<file path="config.mk">
export PLATFORM = sky130hd
export DESIGN_NAME = motor_power_path_sequencer_core
export DESIGN_NICKNAME = d
export VERILOG_FILES = /design/src/design/mpps_pkg.sv /design/src/design/mpps_csr.sv /design/src/design/mpps_remap.sv /design/src/design/mpps_ctrl.sv /design/src/design/motor_power_path_sequencer_core.sv
export SDC_FILE = /design/constraint.sdc
export NUM_CORES = 1
export LEC_CHECK = 0
export BUFFER_PORTS_ARGS = -buffer_cell sky130_fd_sc_hd__buf_2
export CAP_MARGIN = 15
export CORE_ASPECT_RATIO = 0.6
export CORE_UTILIZATION = 58
export DETAILED_ROUTE_END_ITERATION = 6
export PLACE_DENSITY = 0.88
export SYNTH_ARGS = -nofsm -noshare
export SYNTH_HDL_FRONTEND = slang
export SYNTH_SLANG_ARGS = --single-unit
export TNS_END_PERCENT = 30
</file>
<file path="constraint.sdc">
create_clock -name clock -period 18.9 [get_ports clock]
set_input_delay 0.945 -clock clock [delete_from_list [all_inputs] [get_ports clock]]
set_output_delay 0.945 -clock clock [all_outputs]
set_load 0.1 [all_outputs]
</file>
<file path="src/design/mpps_pkg.sv">
// Package for the motor power-path sequencer: shared widths, reset values,
// register indexes, the divide-by-90 reciprocal and the config/result structs.
// No dependencies.
`default_nettype none

package mpps_pkg;

   localparam int unsigned DUTY_FULL_SCALE_DEFAULT = 32767;

   localparam int unsigned DUTY_W  = 15;
   localparam int unsigned MV_W    = 16;
   localparam int unsigned MS_W    = 16;
   localparam int unsigned TICK_W  = 10;
   localparam int unsigned ADDR_W  = 5;
   localparam int unsigned DATA_W  = 32;

   // (89*c + FS + 45) / 90 by reciprocal: exact for numerators below 2^22
   localparam int unsigned NUM_W       = 22;
   localparam int unsigned RECIP_W     = 23;
   localparam int unsigned PROD_W      = NUM_W + RECIP_W;
   localparam int unsigned RECIP_SHIFT = 29;
   localparam int unsigned QUOT_W      = PROD_W - RECIP_SHIFT;
   localparam logic [RECIP_W-1:0] RECIP_MULT = 23'd5965233;
   localparam logic [NUM_W-1:0]   REMAP_SLOPE = 22'd89;
   localparam int unsigned        REMAP_ROUND = 45;

   localparam logic [MV_W-1:0]   SUPPLY_HIGH_RESET    = 16'd24000;
   localparam logic [MV_W-1:0]   SUPPLY_LOW_RESET     = 16'd23000;
   localparam logic [MV_W-1:0]   BATTERY_CUTOFF_RESET = 16'd21000;
   localparam logic [DUTY_W-1:0] DUTY_CAP_RESET       = 15'd19660;
   localparam logic [MS_W-1:0]   HOLD_RESET           = 16'd500;
   localparam logic [MS_W-1:0]   STOP_DELAY_RESET     = 16'd5000;

   typedef enum logic [2:0] {
      REG_SUPPLY_HIGH    = 3'd0,
      REG_SUPPLY_LOW     = 3'd1,
      REG_BATTERY_CUTOFF = 3'd2,
      REG_DUTY_CAP       = 3'd3,
      REG_HOLD           = 3'd4,
      REG_STOP_DELAY     = 3'd5
   } csr_index_type;

   typedef struct packed {
      logic [MV_W-1:0]   supply_high_mv;
      logic [MV_W-1:0]   supply_low_mv;
      logic [MV_W-1:0]   battery_cutoff_mv;
      logic [DUTY_W-1:0] supply_duty_cap;
      logic [MS_W-1:0]   hold_ms;
      logic [MS_W-1:0]   stop_delay_ms;
   } cfg_type;

   typedef struct packed {
      logic [DUTY_W-1:0] pulse_duty;
      logic              drive_en;
      logic              battery_rail_enable;
      logic              supply_rail_enable;
      logic              charge_en;
      logic              source_is_supply;
      logic              motor_running;
      logic              system_off_request;
   } rsp_type;

endpackage

`default_nettype wire

</file>
<file path="src/design/mpps_csr.sv">
// Configuration register file behind the APB-style port.
// Depends on mpps_pkg for register indexes, reset values and cfg_type.
`default_nettype none

module mpps_csr (
   input  wire logic                          clock,
   input  wire logic                          reset,
   input  wire logic                          csr_psel,
   input  wire logic                          csr_penable,
   input  wire logic                          csr_pwrite,
   input  wire logic [mpps_pkg::ADDR_W-1:0]   csr_paddr,
   input  wire logic [mpps_pkg::DATA_W-1:0]   csr_pwdata,
   output logic      [mpps_pkg::DATA_W-1:0]   csr_prdata,
   output logic                               csr_pready,
   output mpps_pkg::cfg_type                  cfg
);

   mpps_pkg::cfg_type       cfg_ff;
   mpps_pkg::cfg_type       cfg_in;
   mpps_pkg::csr_index_type index;
   logic                    write_en;

   assign index      = mpps_pkg::csr_index_type'(csr_paddr[mpps_pkg::ADDR_W-1:2]);
   assign write_en   = csr_psel && csr_penable && csr_pwrite;
   assign csr_pready = 1'b1;
   assign cfg        = cfg_ff;

   always_comb begin
      cfg_in = cfg_ff;
      if (write_en) begin
         case (index)
            mpps_pkg::REG_SUPPLY_HIGH:    cfg_in.supply_high_mv    = csr_pwdata[15:0];
            mpps_pkg::REG_SUPPLY_LOW:     cfg_in.supply_low_mv     = csr_pwdata[15:0];
            mpps_pkg::REG_BATTERY_CUTOFF: cfg_in.battery_cutoff_mv = csr_pwdata[15:0];
            mpps_pkg::REG_DUTY_CAP:       cfg_in.supply_duty_cap   = csr_pwdata[14:0];
            mpps_pkg::REG_HOLD:           cfg_in.hold_ms           = csr_pwdata[15:0];
            mpps_pkg::REG_STOP_DELAY:     cfg_in.stop_delay_ms     = csr_pwdata[15:0];
            default: ;
         endcase
      end
   end

   always_comb begin
      case (index)
         mpps_pkg::REG_SUPPLY_HIGH:    csr_prdata = {16'd0, cfg_ff.supply_high_mv};
         mpps_pkg::REG_SUPPLY_LOW:     csr_prdata = {16'd0, cfg_ff.supply_low_mv};
         mpps_pkg::REG_BATTERY_CUTOFF: csr_prdata = {16'd0, cfg_ff.battery_cutoff_mv};
         mpps_pkg::REG_DUTY_CAP:       csr_prdata = {17'd0, cfg_ff.supply_duty_cap};
         mpps_pkg::REG_HOLD:           csr_prdata = {16'd0, cfg_ff.hold_ms};
         mpps_pkg::REG_STOP_DELAY:     csr_prdata = {16'd0, cfg_ff.stop_delay_ms};
         default:                      csr_prdata = '0;
      endcase
   end

   always_ff @(posedge clock) begin
      if (reset) begin
         cfg_ff.supply_high_mv    <= mpps_pkg::SUPPLY_HIGH_RESET;
         cfg_ff.supply_low_mv     <= mpps_pkg::SUPPLY_LOW_RESET;
         cfg_ff.battery_cutoff_mv <= mpps_pkg::BATTERY_CUTOFF_RESET;
         cfg_ff.supply_duty_cap   <= mpps_pkg::DUTY_CAP_RESET;
         cfg_ff.hold_ms           <= mpps_pkg::HOLD_RESET;
         cfg_ff.stop_delay_ms     <= mpps_pkg::STOP_DELAY_RESET;
      end else begin
         cfg_ff <= cfg_in;
      end
   end

endmodule

`default_nettype wire

</file>
<file path="src/design/mpps_remap.sv">
// Speed command remap: above a tenth of full scale into 0.11..1.0,
// else as is, via a registered reciprocal /90. Depends on mpps_pkg.
`default_nettype none

module mpps_remap #(
   parameter int unsigned DutyFullScale = mpps_pkg::DUTY_FULL_SCALE_DEFAULT
) (
   input  wire logic                          clock,
   input  wire logic                          advance,
   input  wire logic [mpps_pkg::DUTY_W-1:0]   speed_command,
   output logic      [mpps_pkg::DUTY_W-1:0]   duty
);

   localparam int unsigned CMP_W = 19;
   localparam logic [mpps_pkg::NUM_W-1:0] NUM_BIAS =
      mpps_pkg::NUM_W'(DutyFullScale + mpps_pkg::REMAP_ROUND);
   localparam logic [CMP_W-1:0] FS_WORD = CMP_W'(DutyFullScale);
   localparam logic [mpps_pkg::DUTY_W-1:0] DUTY_LIMIT =
      mpps_pkg::DUTY_W'((DutyFullScale > 32767) ? 32767 : DutyFullScale);

   logic [mpps_pkg::NUM_W-1:0]  numer;
   logic [mpps_pkg::PROD_W-1:0] prod;
   logic [CMP_W-1:0]            tenfold;
   logic                        above_in;
   logic [mpps_pkg::QUOT_W-1:0] quot_ff;
   logic                        above_ff;
   logic [mpps_pkg::DUTY_W-1:0] cmd_ff;
   logic [mpps_pkg::QUOT_W-1:0] pick;

   assign numer    = mpps_pkg::NUM_W'(speed_command) * mpps_pkg::REMAP_SLOPE + NUM_BIAS;
   assign prod     = mpps_pkg::PROD_W'(numer) * mpps_pkg::PROD_W'(mpps_pkg::RECIP_MULT);
   assign tenfold  = CMP_W'(speed_command) * CMP_W'(10);
   assign above_in = tenfold > FS_WORD;

   always_ff @(posedge clock) begin
      if (advance) begin
         quot_ff  <= prod[mpps_pkg::PROD_W-1:mpps_pkg::RECIP_SHIFT];
         above_ff <= above_in;
         cmd_ff   <= speed_command;
      end
   end

   assign pick = above_ff ? quot_ff : mpps_pkg::QUOT_W'(cmd_ff);
   assign duty = (pick > mpps_pkg::QUOT_W'(DUTY_LIMIT)) ? DUTY_LIMIT
                                                        : pick[mpps_pkg::DUTY_W-1:0];

endmodule

`default_nettype wire

</file>
<file path="src/design/mpps_ctrl.sv">
// Per-tick state update: hold/stop timing, charger and source hysteresis,
// shutdown and the registered result word. Depends on mpps_pkg.
`default_nettype none

module mpps_ctrl #(
   parameter int unsigned DutyFullScale = mpps_pkg::DUTY_FULL_SCALE_DEFAULT
) (
   input  wire logic                          clock,
   input  wire logic                          reset,
   input  wire logic                          step,
   input  wire mpps_pkg::cfg_type             cfg,
   input  wire logic [mpps_pkg::DUTY_W-1:0]   duty,
   input  wire logic [mpps_pkg::MV_W-1:0]     supply_mv,
   input  wire logic [mpps_pkg::MV_W-1:0]     pack_mv,
   input  wire logic [mpps_pkg::TICK_W-1:0]   tick_ms,
   input  wire logic                          system_enable_pin,
   input  wire logic                          vbus_present,
   input  wire logic                          supply_detect_pin,
   output mpps_pkg::rsp_type                  result
);

   localparam int unsigned HOLD_RAW = (DutyFullScale + 5) / 10;
   localparam logic [mpps_pkg::DUTY_W-1:0] HOLD_DUTY =
      mpps_pkg::DUTY_W'((HOLD_RAW > 32767) ? 32767 : HOLD_RAW);

   logic [mpps_pkg::MS_W-1:0]   since_ff, since_in;
   logic [mpps_pkg::DUTY_W-1:0] last_ff, last_in;
   logic [mpps_pkg::DUTY_W-1:0] applied_ff, applied_in;
   logic                        motor_ff, motor_in;
   logic                        rail_ff, rail_in;
   logic                        source_ff, source_in;
   logic                        charger_ff, charger_in;
   logic                        off_ff, off_in;
   mpps_pkg::rsp_type           result_ff, result_in;

   logic [mpps_pkg::MS_W:0]     since_sum;
   logic [mpps_pkg::MS_W-1:0]   since_sat;
   logic [mpps_pkg::DUTY_W-1:0] capped;
   logic                        supply_hi;
   logic                        supply_lo;
   logic                        shutdown;
   logic                        charger_mid;
   logic                        source_mid;

   assign since_sum = {1'b0, since_ff} + (mpps_pkg::MS_W + 1)'(tick_ms);
   assign since_sat = since_sum[mpps_pkg::MS_W] ? '1 : since_sum[mpps_pkg::MS_W-1:0];
   assign capped    = (source_ff && (duty > cfg.supply_duty_cap)) ? cfg.supply_duty_cap : duty;
   assign supply_hi = supply_mv > cfg.supply_high_mv;
   assign supply_lo = supply_mv < cfg.supply_low_mv;
   assign shutdown  = !system_enable_pin ||
                      ((pack_mv != '0) && (pack_mv < cfg.battery_cutoff_mv));

   always_comb begin
      since_in   = since_sat;
      last_in    = last_ff;
      applied_in = applied_ff;
      motor_in   = motor_ff;
      if ((capped != '0) || (last_ff != '0)) begin
         if ((capped == '0) && (since_sat < cfg.hold_ms)) begin
            last_in    = HOLD_DUTY;
            applied_in = rail_ff ? HOLD_DUTY : '0;
         end else begin
            since_in   = '0;
            last_in    = capped;
            applied_in = rail_ff ? capped : '0;
         end
         motor_in = 1'b1;
      end else if (motor_ff && (since_sat > cfg.stop_delay_ms)) begin
         motor_in = 1'b0;
      end

      if (supply_hi && !charger_ff) begin
         charger_mid = 1'b1;
      end else if (supply_lo && charger_ff) begin
         charger_mid = 1'b0;
      end else begin
         charger_mid = charger_ff;
      end
      charger_in = charger_mid;
      off_in     = off_ff;
      source_mid = (supply_hi && !source_ff) ? 1'b1 : source_ff;
      if (shutdown) begin
         rail_in   = 1'b0;
         source_in = source_ff;
         if (!vbus_present) begin
            charger_in = supply_detect_pin;
            off_in     = 1'b1;
         end
      end else begin
         source_in = (supply_lo && source_mid) ? 1'b0 : source_mid;
         rail_in   = motor_in;
      end

      // sticky power off: freeze everything
      if (off_ff) begin
         since_in   = since_ff;
         last_in    = last_ff;
         applied_in = applied_ff;
         motor_in   = motor_ff;
         rail_in    = rail_ff;
         source_in  = source_ff;
         charger_in = charger_ff;
         off_in     = off_ff;
      end

      result_in.pulse_duty          = rail_in ? applied_in : '0;
      result_in.drive_en            = rail_in;
      result_in.battery_rail_enable = rail_in && !source_in;
      result_in.supply_rail_enable  = rail_in && source_in;
      result_in.charge_en           = charger_in;
      result_in.source_is_supply    = source_in;
      result_in.motor_running       = motor_in;
      result_in.system_off_request  = off_in;
   end

   always_ff @(posedge clock) begin
      if (reset) begin
         since_ff   <= '0;
         last_ff    <= '0;
         applied_ff <= '0;
         motor_ff   <= 1'b0;
         rail_ff    <= 1'b0;
         source_ff  <= 1'b0;
         charger_ff <= 1'b0;
         off_ff     <= 1'b0;
      end else if (step) begin
         since_ff   <= since_in;
         last_ff    <= last_in;
         applied_ff <= applied_in;
         motor_ff   <= motor_in;
         rail_ff    <= rail_in;
         source_ff  <= source_in;
         charger_ff <= charger_in;
         off_ff     <= off_in;
      end
   end

   always_ff @(posedge clock) begin
      if (step) begin
         result_ff <= result_in;
      end
   end

   assign result = result_ff;

endmodule

`default_nettype wire

</file>
<file path="src/design/motor_power_path_sequencer_core.sv">
// Top level of the motor power-path sequencer: handshake pipeline around the
// remap multiplier and the state update. Uses mpps_pkg, mpps_csr,
// mpps_remap and mpps_ctrl.
//
//   channel   direction  handshake          carries
//   req_*     in         req_valid/ready    one tick word: command, voltages, tick, pins
//   rsp_*     out        rsp_valid/ready    one result word per tick
//   csr_*     in/out     APB psel/penable   six configuration registers
//
// Three stages: input register, remap product register, state/result register.
// One word is accepted every cycle while the result is not stalled.
// Throughput is set by the single state update in mpps_ctrl, one per cycle.
// A stalled result holds the whole pipeline; req_ready follows rsp_ready then.
// Reset clears the stage valids and all tick state; registers take reset values.
`default_nettype none

module motor_power_path_sequencer_core #(
   parameter int unsigned DutyFullScale = mpps_pkg::DUTY_FULL_SCALE_DEFAULT
) (
   input  wire logic                          clock,
   input  wire logic                          reset,
   input  wire logic                          req_valid,
   output logic                               req_ready,
   input  wire logic [mpps_pkg::DUTY_W-1:0]   req_speed_command,
   input  wire logic [mpps_pkg::MV_W-1:0]     req_supply_mv,
   input  wire logic [mpps_pkg::MV_W-1:0]     req_pack_mv,
   input  wire logic [mpps_pkg::TICK_W-1:0]   req_tick_ms,
   input  wire logic                          req_system_enable_pin,
   input  wire logic                          req_vbus_present,
   input  wire logic                          req_supply_detect_pin,
   output logic                               rsp_valid,
   input  wire logic                          rsp_ready,
   output logic      [mpps_pkg::DUTY_W-1:0]   rsp_pulse_duty,
   output logic                               rsp_drive_en,
   output logic                               rsp_battery_rail_enable,
   output logic                               rsp_supply_rail_enable,
   output logic                               rsp_charge_en,
   output logic                               rsp_source_is_supply,
   output logic                               rsp_motor_running,
   output logic                               rsp_system_off_request,
   input  wire logic                          csr_psel,
   input  wire logic                          csr_penable,
   input  wire logic                          csr_pwrite,
   input  wire logic [mpps_pkg::ADDR_W-1:0]   csr_paddr,
   input  wire logic [mpps_pkg::DATA_W-1:0]   csr_pwdata,
   output logic      [mpps_pkg::DATA_W-1:0]   csr_prdata,
   output logic                               csr_pready
);

   localparam logic [mpps_pkg::DUTY_W-1:0] DUTY_LIMIT =
      mpps_pkg::DUTY_W'((DutyFullScale > 32767) ? 32767 : DutyFullScale);

   mpps_pkg::cfg_type           cfg;
   mpps_pkg::rsp_type           result;
   logic                        advance;
   logic                        s1_valid_ff, s2_valid_ff, out_valid_ff;
   logic [mpps_pkg::DUTY_W-1:0] s1_cmd_ff;
   logic [mpps_pkg::MV_W-1:0]   s1_supply_ff, s2_supply_ff;
   logic [mpps_pkg::MV_W-1:0]   s1_battery_ff, s2_battery_ff;
   logic [mpps_pkg::TICK_W-1:0] s1_tick_ff, s2_tick_ff;
   logic [2:0]                  s1_pins_ff, s2_pins_ff;
   logic [mpps_pkg::DUTY_W-1:0] remap_duty;

   assign advance   = !out_valid_ff || rsp_ready;
   assign req_ready = advance;
   assign rsp_valid = out_valid_ff;

   always_ff @(posedge clock) begin
      if (reset) begin
         s1_valid_ff  <= 1'b0;
         s2_valid_ff  <= 1'b0;
         out_valid_ff <= 1'b0;
      end else if (advance) begin
         s1_valid_ff  <= req_valid;
         s2_valid_ff  <= s1_valid_ff;
         out_valid_ff <= s2_valid_ff;
      end
   end

   always_ff @(posedge clock) begin
      if (advance) begin
         s1_cmd_ff     <= req_speed_command;
         s1_supply_ff  <= req_supply_mv;
         s1_battery_ff <= req_pack_mv;
         s1_tick_ff    <= req_tick_ms;
         s1_pins_ff    <= {req_system_enable_pin, req_vbus_present, req_supply_detect_pin};
         s2_supply_ff  <= s1_supply_ff;
         s2_battery_ff <= s1_battery_ff;
         s2_tick_ff    <= s1_tick_ff;
         s2_pins_ff    <= s1_pins_ff;
      end
   end

   mpps_csr u_csr (
      .clock       (clock),
      .reset       (reset),
      .csr_psel    (csr_psel),
      .csr_penable (csr_penable),
      .csr_pwrite  (csr_pwrite),
      .csr_paddr   (csr_paddr),
      .csr_pwdata  (csr_pwdata),
      .csr_prdata  (csr_prdata),
      .csr_pready  (csr_pready),
      .cfg         (cfg)
   );

   mpps_remap #(.DutyFullScale(DutyFullScale)) u_remap (
      .clock         (clock),
      .advance       (advance),
      .speed_command (s1_cmd_ff),
      .duty          (remap_duty)
   );

   mpps_ctrl #(.DutyFullScale(DutyFullScale)) u_ctrl (
      .clock             (clock),
      .reset             (reset),
      .step              (advance && s2_valid_ff),
      .cfg               (cfg),
      .duty              (remap_duty),
      .supply_mv         (s2_supply_ff),
      .pack_mv           (s2_battery_ff),
      .tick_ms           (s2_tick_ff),
      .system_enable_pin (s2_pins_ff[2]),
      .vbus_present      (s2_pins_ff[1]),
      .supply_detect_pin (s2_pins_ff[0]),
      .result            (result)
   );

   assign rsp_pulse_duty          = result.pulse_duty;
   assign rsp_drive_en            = result.drive_en;
   assign rsp_battery_rail_enable = result.battery_rail_enable;
   assign rsp_supply_rail_enable  = result.supply_rail_enable;
   assign rsp_charge_en           = result.charge_en;
   assign rsp_source_is_supply    = result.source_is_supply;
   assign rsp_motor_running       = result.motor_running;
   assign rsp_system_off_request  = result.system_off_request;

   a_rail_split: assert property (@(posedge clock) disable iff (reset)
      rsp_valid |-> (rsp_drive_en == (rsp_battery_rail_enable || rsp_supply_rail_enable))
                    && !(rsp_battery_rail_enable && rsp_supply_rail_enable))
      else $error("rail enables inconsistent with drive enable");

   a_idle_duty: assert property (@(posedge clock) disable iff (reset)
      (rsp_valid && !rsp_drive_en) |-> (rsp_pulse_duty == '0))
      else $error("nonzero duty with rail inactive");

   a_duty_limit: assert property (@(posedge clock) disable iff (reset)
      rsp_valid |-> (rsp_pulse_duty <= DUTY_LIMIT))
      else $error("duty above full scale");

   a_off_sticky: assert property (@(posedge clock) disable iff (reset)
      (rsp_valid && rsp_ready && rsp_system_off_request) |=>
         (!rsp_valid || rsp_system_off_request))
      else $error("system off request dropped");

endmodule

`default_nettype wire

</file>
# --- Yosys cells after proc, flatten, opt, wreduce, memory -nomap -nowiden ---
# Index checks and enable logic that the tools add are counted.
word_totals:
  regBits: 308
  latch_bits: 0
  ram_bits: 0
  rom_bits: 0
  in_bits: 104
  out_inout_bits: 57
  word_cells: 120
  memories: 0
classes:
  addsub: 2
  multipliers: 3
  n_div: 0
  magnitude_cmp: 8
  eq_ne: 5
  n_shift: 0
  mux: 30
  n_bitwise: 1
  n_reduce_logical: 34
op_table:
  columns: ["operator", "n"]
  rows:
  - ["2-to-1 mux 15 bit", 7]
  - ["one-hot mux 16 bit (6 select lines)", 1]
  - ["2-to-1 mux 16 bit", 4]
  - ["less-than comparator 16 bit", 3]
  - ["multiplier 22 x 23 -> 45 bit, second input constant", 1]
  - ["> comparator 16 bit", 2]
  - ["nonzero test 15 bit", 2]
  - ["adder 22 x 16 -> 22 bit, second input constant", 1]
  - ["multiplier 15 x 7 -> 22 bit, second input constant", 1]
  - ["> comparator 19 x 15 -> 1 bit, second input constant", 1]
  - ["multiplier 15 x 3 -> 18 bit, second input constant", 1]
  - ["adder 16 x 10 -> 17 bit", 1]
  - ["2-to-1 mux 1 bit", 17]
  - ["> comparator 16 x 15 -> 1 bit, second input constant", 1]
  - ["nonzero test 16 bit", 1]
  - ["> comparator 15 bit", 1]
  - ["zero test 15 bit", 1]
  - ["AND reduction 2 bit", 7]
  - ["logical AND 1 bit", 13]
  - ["2-to-1 mux 12 bit", 1]
  - ["equality test 3 x 2 -> 1 bit, second input constant", 2]
  - ["equality test 3 bit, second input constant", 2]
  - ["zero test 1 bit", 5]
  - ["equality test 3 x 1 -> 1 bit, second input constant", 1]
  - ["4 further kinds", 6]

# --- Logic depth before layout (Yosys ltp) ---
logic_depth:
  ltp_word: 12
  ltp_mapped: 38
  ltp_nobuf: 38

# --- Modules after synthesis ---
# From an unflattened synthesis, not the netlist that was laid out.
hier_totals:
  hier_cells: 2349
  area_unflattened_um2: 24088.1
by_module_without_submodules:
  columns: ["module", "n_inst", "cells_each", "area_each_um2", "seq_area_each_um2"]
  rows:
  - ["mpps_remap", 1, 967, 9927.0, 960.9]
  - ["mpps_ctrl", 1, 740, 6237.2, 1681.6]
  - ["mpps_csr", 1, 524, 4638.2, 1901.8]
  - ["motor_power_path_sequencer_core", 1, 118, 3285.7, 3213.1]

# --- Worst setup path after synthesis ---
# Ideal clock, no wire load.
synth_path:
  path_type: "reg-to-reg"
  start: "reg s1_cmd_ff[1] (netlist name)"
  end: "reg u_remap.quot_ff[7] (netlist name), data pin"
  setup_time_ps: 258
  t_arrival_ps: 9507
  required_time_ps: 18642
  slack_ps: 9136
  path_stages_with_launch: 35
  path_buffers: 0
  period_less_slack_ps: 9764
  path_cell_list: "edfxtp_1 > ha_1 > fa_1 > fa_1 > fa_1 > ha_1 > o21ai_0 > nand2b_1 > a21o_1 > a31o_2 > a311oi_1 > o41a_1 > nand3b_1 > nand3_1 > ha_1 > inv_1 > fa_1 > fa_1 > inv_1 > fa_1 > fa_1 > fa_1 > inv_1 > fa_1 > inv_1 > ha_1 > nand3_1 > nor4_1 > and3_1 > a22oi_1 > a31oi_1 > a211oi_1 > o21bai_1 > a21oi_1 > xnor2_1"
synth_between:
  elab_chain_len: 3
synth_rtl:
  columns: ["item", "line", "rtl"]
  rows:
  - ["start: declaration", "motor_power_path_sequencer_core.sv:57", "logic [mpps_pkg::DUTY_W-1:0] s1_cmd_ff;"]
  - ["start signal: assignment", "motor_power_path_sequencer_core.sv:82", "s1_cmd_ff <= req_speed_command;"]
  - ["multiplier 15 x 7 -> 22 bit", "mpps_remap.sv:30", "assign numer = mpps_pkg::NUM_W'(speed_command) * mpps_pkg::REMAP_SLOPE + NUM_BIAS;"]
  - ["adder 22 x 16 -> 22 bit", "mpps_remap.sv:30", null]
  - ["multiplier 22 x 23 -> 45 bit", "mpps_remap.sv:31", "assign prod = mpps_pkg::PROD_W'(numer) * mpps_pkg::PROD_W'(mpps_pkg::RECIP_MULT);"]
  - ["via u_remap.prod (one bit)", "mpps_remap.sv:22", "logic [mpps_pkg::PROD_W-1:0] prod;"]
  - ["end signal: assignment", "mpps_remap.sv:37", "quot_ff <= prod[mpps_pkg::PROD_W-1:mpps_pkg::RECIP_SHIFT];"]
  - ["end: declaration", "mpps_remap.sv:25", "logic [mpps_pkg::QUOT_W-1:0] quot_ff;"]
# The timed path passes the listed nets, and every way through them passes these cells.
# A chain may end at the register's enable or synchronous reset.

# --- Worst setup path after layout ---
layout_path:
  start: "reg s1_cmd_ff[0] (netlist name)"
  end: "reg u_remap.quot_ff[7] (netlist name), data pin"
# Same word-level chain as after synthesis.

==> summary.txt <==
Status
  • Status: finished, violations left
  • Failing checks: design-rule violations

Layout
  • Fillers: 2917
  • Most common cell after layout, fill and taps aside: inv_1
  • Most frequent cells in the layout: inv_1 (361), ha_1 (351), nand2_1 (188)
  • Sequential cell area: 7757 um2
  • Inserted Diodes: 0
  • Layout Nets: 3003
  • Non-Filler Instances: 2936
  • Area occupied by multi-input gates: 13750 um2
  • Area delta synth->final: 8.733%
  • Layout cells sized above 1: 8.906%

Min path
  • Hold depth: 0
  • Worst Hold Class: reg -> reg
  • Min-delay src: s1_battery_ff[1]$_DFFE_PN_

STA
  • Setup repair after global routing missed its margin: no
  • Endpoints failing setup: 0
  • Hold Vio Cnt, Final: 0
  • Fin crit share: between 50% and 60%
  • Max Freq: approximately 90 MHz
  • Setup ws final: 7797 ps
  • Worst-margin pin slew: 1308 ps
  • Slew Limit Headroom: 11.65%
  • Tmin final: 11100 ps
  • Slew Viols, Final: 0
  • Setup_tns: 0 ps
  • Clock Skew: roughly 13 ps

Drt
  • Via count: about 18000
  • Vias per cell: 6.100
  • DRT Wirelength: 64450 um
  • 1st-pass router iterations: 7
  • Post-route ant nets: 0
  • Wire per inst: 21.95 um
  • DRC: 5
  • 1st-iter DRT viols: approximately 2300

Placement
  • Placed insts: 2887
  • DP Worst Slack: 7877 ps
  • Routability cong.: 1.043
  • # port buffers: 125
  • DP HPWL: 50800 um

Floorplan
  • Initial Util: between 50% and 60%
  • Core Region: 39240 um2
  • Floorplan row count: 56
  • Die ar.: 40820 um2
  • Io pins: 161
  • Die X: between 200 and 300 um
  • Overall die height: approximately 160 um

Setup path
  • Crit-path max cell delay: 620 ps
  • Reg2reg path depth: 37
  • Critical path arrival: 11420 ps
  • Worst EP required: 19210 ps
  • R2R Path Start: s1_cmd_ff[0]$_DFFE_PN_
  • Setup crit start kind: flop
  • Worst Setup SP: s1_cmd_ff[0]$_DFFE_PN_
  • Slowest stage cell, crit path: edfxtp_1
  • Critical Path Fanout Max: 8
  • Critical Path Sink Type: flop
  • Most common cell on crit path: fa_1
  • Worst Setup Path Type: reg -> reg

Yosys
  • Main synth FF type: edfxtp_1
  • Post-Syn Instances: 2296
  • Synthesized area per cell: ~10 um2
  • Post-synth EDFFs: around 160
  • Ys async rst share: 0%
  • Ys Warns: 0
  • Register area share after synthesis: 33.44%
  • Area of the mapped netlist: between 20000 and 25000 um2
  • Distinct cells, synth: 73
  • Synth Register Bits: around 300

Clocking
  • TritonCTS buffer count: 26
  • Buffer depth of the longest clock path: 3
  • CTS clock-pin slew for the worst setup and hold paths: 70 ps
  • H-tree levels: 1
  • Post-CTS Hold Fix Bufs: 0
  • Clk_lat worst skew: 560 ps
  • CTS Root Cell: clkbuf_16
  • CTS Sinks: 308
  • Post_cts resized: 0
  • CTS tree: done
  • Postcts setup bufs: 0

GRT
  • Largest net degree at the start of global routing: just under 100
  • Vias in the first global route: approximately 17000
  • Initial antenna violation count: 0
  • Tot GR Track Use: a little under a third
  • Global-route wire length before repair: a little under 100000 um
  • Gr ovfl total: 0

Run
  • Number of max-cap violations: 0
worst max-delay path: cells and delay by family (launching register included):
kind            cells  cell delay (ps)
buf+inv             6              390
xor+xnor            1              130
simple gates        7             1420
flops               1              620
fa+ha+maj          13             5800
compound gates     10             2500
registers in the layout (all words and copies together), names as in the netlist, 3 cells and up:
name / cells
u_csr.cfg: 95
u_ctrl.result: 22
s1_battery_ff: 16
s1_supply_ff: 16
s2_battery_ff: 16
s2_supply_ff: 16
u_ctrl.since_ff: 16
u_remap.quot_ff: 16
s1_cmd_ff: 15
u_ctrl.applied_ff: 15
u_ctrl.last_ff: 15
u_remap.cmd_ff: 15
s1_tick_ff: 10
s2_tick_ff: 10
s1_pins_ff: 3
s2_pins_ff: 3
cell usage after synthesis, types with 18 or more instances:
master	n	area share [%]
inv_1	361	5.8
ha_1	351	19
nand2_1	188	3.0
edfxtp_1	159	21
fa_1	154	13
dfxtp_1	149	13
a21oi_1	139	3.0
nor2_1	136	2.2
clkbuf_1	55	0.89
o21ai_0	51	1.1
a211o_1	41	1.5
a21o_1	40	1.3
mux2i_1	37	1.6
xnor2_1	35	1.3
a22o_1	29	1.1
nor2b_1	27	0.73
nand4_1	24	0.65
nor3_1	24	0.52
nand3_1	19	0.41
buf_4	18	0.58
nand2b_1	18	0.49
path summary, 6_finish.rpt:
check	to	slack, ps
max	u_remap.quot_ff[7]$_DFFE_PN_	7800
min	s2_battery_ff[1]$_DFFE_PN_	420
max reg2reg	u_remap.quot_ff[7]$_DFFE_PN_	7800
min reg2reg	s2_battery_ff[1]$_DFFE_PN_	420
logic make-up after synthesis:
| kind of cell | Yosys count | share of synthesized area, % |
|---|---|---|
| simple gates | 489 | 9.574 |
| mux | 43 | 1.985 |
| fa+ha+maj | 505 | 32.22 |
| buf+inv | 450 | 7.643 |
| other cells | 2 | 0.03238 |
| compound gates | 450 | 13.25 |
| flops | 308 | 33.44 |
| xor+xnor | 49 | 1.850 |
routing by layer:
layer	track usage [%]	vias to the layer above	share of wire, %
met5	0	-	0
met4	4.038	0	1.2
met3	13.09	93	15
met2	43.34	966	40
met1	46.70	8769	44
li1	-	8082	-
per-stage QoR:
| stage | hold WS, ps | utilization (%) | cell area, um2 |
|---|---|---|---|
| 2_1_floorplan | 400.3 | - | 23250 |
| 3_3_place_gp | 402.4 | 61.87 | 24270 |
| 3_5_place_dp | 404.5 | 61.87 | 24270 |
| 4_1_cts | 419.8 | 64.21 | 25190 |
| 5_1_grt | 424.5 | 64.28 | 25220 |
| 6_report | 419.4 | 64.28 | 25220 |
final cells by class:
type / count / area share (%)
tap: 522 / 2.590
clock inverter: 6 / 0.3423
multi-input combinational: 1553 / 54.50
clock buffer: 42 / 3.304
inverter: 361 / 5.373
timing repair buffer: 144 / 3.135
sequential: 308 / 30.76
Power is left out: the tool's default activity adds up to more than one toggle a clock period on the data nets, which glitch-free logic cannot reach.
